### src/design/oct_pkg.sv
// Shared types, widths and coefficients of the orthonormal color transform.
package oct_pkg;

  localparam int SAMPLE_BITS = 16;
  localparam int FracBits    = 14;
  localparam int CoefBits    = 16;
  localparam int OpndBits    = SAMPLE_BITS + 2;
  localparam int ProdBits    = OpndBits + CoefBits;
  localparam int AccBits     = ProdBits + 2;
  localparam int QBits       = AccBits - FracBits;
  localparam int NumChan     = 4;
  localparam int NumTerms    = 3;

  localparam int CfgIdxBits  = 1;
  localparam int CfgDataBits = 2;

  typedef logic signed [OpndBits-1:0] oct_opnd_t;
  typedef logic signed [CoefBits-1:0] oct_coef_t;

  // Q2.14 coefficients
  localparam oct_coef_t KInv3 = 16'sd9459;
  localparam oct_coef_t KInv2 = 16'sd11585;
  localparam oct_coef_t KInv6 = 16'sd6689;
  localparam oct_coef_t KTwo3 = 16'sd13377;
  localparam oct_coef_t KHalf = 16'sd8192;
  localparam oct_coef_t KUnit = 16'sd16384;

  typedef enum logic [1:0] {
    MODE_SINGLE = 2'd0,
    MODE_RGB    = 2'd1,
    MODE_BAYER  = 2'd2
  } oct_mode_e;

  typedef enum logic [CfgIdxBits-1:0] {
    CFG_MODE = 1'd0,
    CFG_DIR  = 1'd1
  } oct_cfg_e;

  typedef struct packed {
    logic signed [SAMPLE_BITS-1:0] chan0_in;
    logic signed [SAMPLE_BITS-1:0] chan1_in;
    logic signed [SAMPLE_BITS-1:0] chan2_in;
    logic signed [SAMPLE_BITS-1:0] chan3_in;
  } oct_in_t;

  typedef struct packed {
    logic signed [SAMPLE_BITS-1:0] chan0_out;
    logic signed [SAMPLE_BITS-1:0] chan1_out;
    logic signed [SAMPLE_BITS-1:0] chan2_out;
    logic signed [SAMPLE_BITS-1:0] chan3_out;
  } oct_out_t;

  // per-stage load enables handed to each output lane
  typedef struct packed {
    logic mul;
    logic sum;
    logic fin;
  } oct_adv_t;

endpackage

### src/design/oct_lane.sv
// One output channel: three multiplies, sum with rounding, shift and saturate.
module oct_lane import oct_pkg::*; (
  input  logic                          clk_i,
  input  oct_adv_t                      adv_i,
  input  oct_opnd_t                     opnd_i [NumTerms],
  input  oct_coef_t                     coef_i [NumTerms],
  output logic signed [SAMPLE_BITS-1:0] res_o
);

  localparam logic signed [AccBits-1:0] Round = AccBits'(1) <<< (FracBits - 1);
  localparam logic signed [SAMPLE_BITS-1:0] MaxS = {1'b0, {(SAMPLE_BITS-1){1'b1}}};
  localparam logic signed [SAMPLE_BITS-1:0] MinS = {1'b1, {(SAMPLE_BITS-1){1'b0}}};

  logic signed [ProdBits-1:0]    prod_q [NumTerms];
  logic signed [AccBits-1:0]     acc_d, acc_q;
  logic signed [QBits-1:0]       quo;
  logic [QBits-SAMPLE_BITS:0]    top_bits;
  logic signed [SAMPLE_BITS-1:0] res_d, res_q;

  always_ff @(posedge clk_i) begin
    if (adv_i.mul) begin
      for (int k = 0; k < NumTerms; k++) begin
        prod_q[k] <= opnd_i[k] * coef_i[k];
      end
    end
  end

  always_comb begin
    acc_d = Round;
    for (int k = 0; k < NumTerms; k++) begin
      acc_d = acc_d + AccBits'(prod_q[k]);
    end
  end

  always_ff @(posedge clk_i) begin
    if (adv_i.sum) begin
      acc_q <= acc_d;
    end
  end

  // floor of the rounded sum; fits when the bits above the sample are all sign
  assign quo      = signed'(acc_q[AccBits-1:FracBits]);
  assign top_bits = quo[QBits-1:SAMPLE_BITS-1];

  always_comb begin
    if ((&top_bits) || !(|top_bits)) begin
      res_d = quo[SAMPLE_BITS-1:0];
    end else if (quo[QBits-1]) begin
      res_d = MinS;
    end else begin
      res_d = MaxS;
    end
  end

  always_ff @(posedge clk_i) begin
    if (adv_i.fin) begin
      res_q <= res_d;
    end
  end

  assign res_o = res_q;

endmodule

### config.mk
export PLATFORM = sky130hd
export DESIGN_NAME = oct_lane
export DESIGN_NICKNAME = d
export VERILOG_FILES = /design/src/design/oct_pkg.sv /design/src/design/oct_lane.sv
export SDC_FILE = /design/constraint.sdc
export NUM_CORES = 2
export LEC_CHECK = 0
export BUFFER_PORTS_ARGS = -buffer_cell sky130_fd_sc_hd__buf_2
export CAP_MARGIN = 20
export CORE_MARGIN = 4
export CORE_UTILIZATION = 30
export CTS_CLUSTER_SIZE = 30
export DETAILED_ROUTE_END_ITERATION = 6
export GPL_TIMING_DRIVEN = 0
export PLACE_DENSITY_LB_ADDON = 0.3
export SLEW_MARGIN = 25
export SYNTH_ARGS = -nofsm -noshare
export SYNTH_HDL_FRONTEND = slang
export SYNTH_SLANG_ARGS = --single-unit
### constraint.sdc
create_clock -name clk_i -period 17.4 [get_ports clk_i]
set_input_delay 1.74 -clock clk_i [delete_from_list [all_inputs] [get_ports clk_i]]
set_output_delay 1.74 -clock clk_i [all_outputs]
set_load 0.005 [all_outputs]
==> run_results.csv <==
group,metric,value,unit
run_status,status,"finished clean",
cells_and_area,post_route_cells_drive_above_1_share,3.71,%
global_routing,grt_max_degree,69,
sta,fin_crit_sh,49.1,%
critical_path,reg2reg_from,"prod_q[0][46]",
routing,antenna_left,0,
logic_synthesis,yosysWarnings,0,
sta,skew,0.0120,ns
logic_synthesis,synth_edf_count,140,
hold_path,min_from,"acc_q[15]",
critical_path,critPathArrivalTime,8.70,ns
hold_path,min_path_type,"flip-flop to flip-flop",
logic_synthesis,ys_seq_area_share,10.8,%
logic_synthesis,netlist_area,38900,um2
logic_synthesis,avgSynthCellArea,9.76,um2
global_routing,gr-total-overflow,0,
clock_tree,htreeDepth,4,
cells_and_area,fin_util,33.0,%
logic_synthesis,synth.area.top_cells,"fa_1, edfxtp_1, ha_1",
cells_and_area,final_net_count,5445,
sta,grt_setup_unrepaired,"false",
clock_tree,numCtsBuffers,17,
sta,slew_violations,0,
hold_path,min_delay_path_depth,2,
global_routing,grtUsageTotal,15.5,%
sta,tightest_slew,0.859,ns
sta,finalHoldViolations,0,
floorplan,die_area,136000,um2
cells_and_area,area.sequential,4200,um2
cells_and_area,syn_to_final_growth,8.58,%
clock_tree,cts_root_buf,"clkbuf_16",
clock_tree,clock_latency,0.43,ns
clock_tree,cts_resized,0,
critical_path,start_kind,"input pin",
logic_synthesis,synth_top_area_share,46.4,%
cells_and_area,mostFrequentLayoutCells,"inv_1, fa_1, nand2_1",
place,dpl_cell_area,41600,um2
floorplan,fp.dieW,368,um
global_routing,grt_pass1_vias,29100,
floorplan,num_io_pins,122,
logic_synthesis,ys_types,67,
routing,avgViaCountPerCell,4.57,
sta,max_slew_margin,42.7,%
clock_tree,postCtsSetupRepairBufs,0,
clock_tree,cts_buffer_depth,2,
logic_synthesis,synthCells,3989,
critical_path,endpoint_kind,"flip-flop",
logic_synthesis,synth_seq_cells,140,
critical_path,path_class,"input pin to flip-flop",
routing,drc,0,
place,post-dp-hpwl,87.9,mm
clock_tree,hold_buffers,0,
critical_path,critPathLaunch,"coef_i[26]",
sta,tns,0,ns
place,gp_congestion,0.911,
critical_path,worstPathMaxFanout,10,
routing,drt-initial-drc-count,1404,
cells_and_area,multiInputGateArea,30500,um2
place,dp.cells,5822,
cells_and_area,fin_cells,5857,
sta,final.min_clock_period,8.54,ns
sta,setup_viol,0,
global_routing,antenna_found_initial,9,
routing,routed_wl,102,mm
logic_synthesis,async_flop_share,0,%
clock_tree,cts.sinks,140,
clock_tree,clk_pin_slew_worst_paths,0.07,ns
run,drv_cap,0,
cells_and_area,design_area,42300,um2
sta,fmax,0.117,GHz
clock_tree,cts_tree,"done",
logic_synthesis,synth_nets,5322,
floorplan,core,128000,um2
logic_synthesis,synth_top_area_cell,"fa_1",
routing,drt_pass1_iterations,5,
cells_and_area,fill_cells,13500,
cells_and_area,final_common_cell,"inv_1",
routing,route.vias.total,26800,
floorplan,start_util,30.4,%
place,portBuffers,103,
critical_path,worstPathRequired,17.57,ns
floorplan,die_h,368,um
logic_synthesis,dominantRegCellSynth,"edfxtp_1",
floorplan,rows,131,
global_routing,grt_pass1_wl,164,mm
routing,wl_per_cell,17.4,um
critical_path,r2r_cells,12,
==> flip-flops by register name, summed over array words and instances (netlist names) <==
signal	count
prod_q	102
res_o	16
acc_q	22
==> synthesized netlist by cell type (all sizes together) (2+ instances only) <==
library cell / number
o31a: 3
and3: 6
nand4: 7
xnor2: 105
clkbuf: 123
nor2: 93
nor2b: 10
inv: 995
and4: 2
edfxtp: 140
a311oi: 2
o31ai: 3
or2: 3
o21bai: 14
a2111oi: 3
a31oi: 8
or4: 2
o2111ai: 6
a21oi: 100
buf: 4
o221ai: 2
nand3: 20
o211ai: 8
a31o: 2
xor2: 29
a311o: 2
o21a: 19
fa: 903
a211oi: 10
o22ai: 5
nand2: 459
nor4: 3
a21o: 39
a21boi: 4
ha: 324
nor3: 12
a211o: 6
o21ai: 66
nand2b: 21
and2: 410
==> stage by stage <==
stage | setup slack (ns) | hold slack [ns]
after floorplan | 9.79 | 0.519
after global placement | 8.49 | 0.535
after detailed placement | 8.52 | 0.543
after CTS | 8.98 | 0.558
after global routing | 8.62 | 0.604
final | 8.86 | 0.555
==> path summary, 6_finish.rpt <==
path | end | slack (ns)
setup reg to reg | acc_q[35] | 13.41
hold / removal | res_o[1] | 0.56
hold reg to reg | res_o[1] | 0.56
setup / recovery | prod_q[0][67] | 8.86
==> cell families after synthesis <==
logic type	count (synthesis)	synth area share (%)
buf+inv	1122	10.8
simple gates	1053	13.3
mux	1	0.0257
fa+ha+maj	1227	56.8
xor+xnor	134	3.01
compound gates	312	5.19
flops	140	10.8
==> per-layer routing <==
| layer | GRT usage, % | up-vias | wire length, um |
|---|---|---|---|
| li1 | - | 12100 | - |
| met1 | 21.1 | 13900 | 44200 |
| met2 | 26.1 | 654 | 49400 |
| met3 | 2.15 | 126 | 5350 |
| met4 | 4.08 | 0 | 3120 |
| met5 | 0 | - | 0 |
==> area by class of cell <==
cell class | count | share of cell area, %
multi-input combinational | 2727 | 72.2
sequential | 140 | 9.94
inverter | 995 | 8.84
tap | 1729 | 5.12
timing repair buffer | 104 | 1.30
buffer | 127 | 1.13
clock buffer | 17 | 1.01
clock inverter | 15 | 0.447
antenna | 3 | 0.0178
==> critical path: stages <==
cell,delay (ns)
clkbuf_1,0.62
clkbuf_1,0.48
nand2_1,0.15
fa_1,0.55
inv_1,0.05
fa_1,0.56
fa_1,0.46
fa_1,0.47
fa_1,0.50
inv_1,0.05
fa_1,0.47
inv_1,0.04
ha_1,0.26
clkbuf_1,0.18
a211o_1,0.30
a21oi_2,0.18
nand2_1,0.11
nor3_1,0.43
o21ai_0,0.24
a41oi_1,0.39
o21ai_0,0.15
a21oi_1,0.19
xnor2_1,0.11
Power is left out: the tool's default activity adds up to more than one toggle a clock period on the data nets, which glitch-free logic cannot reach.
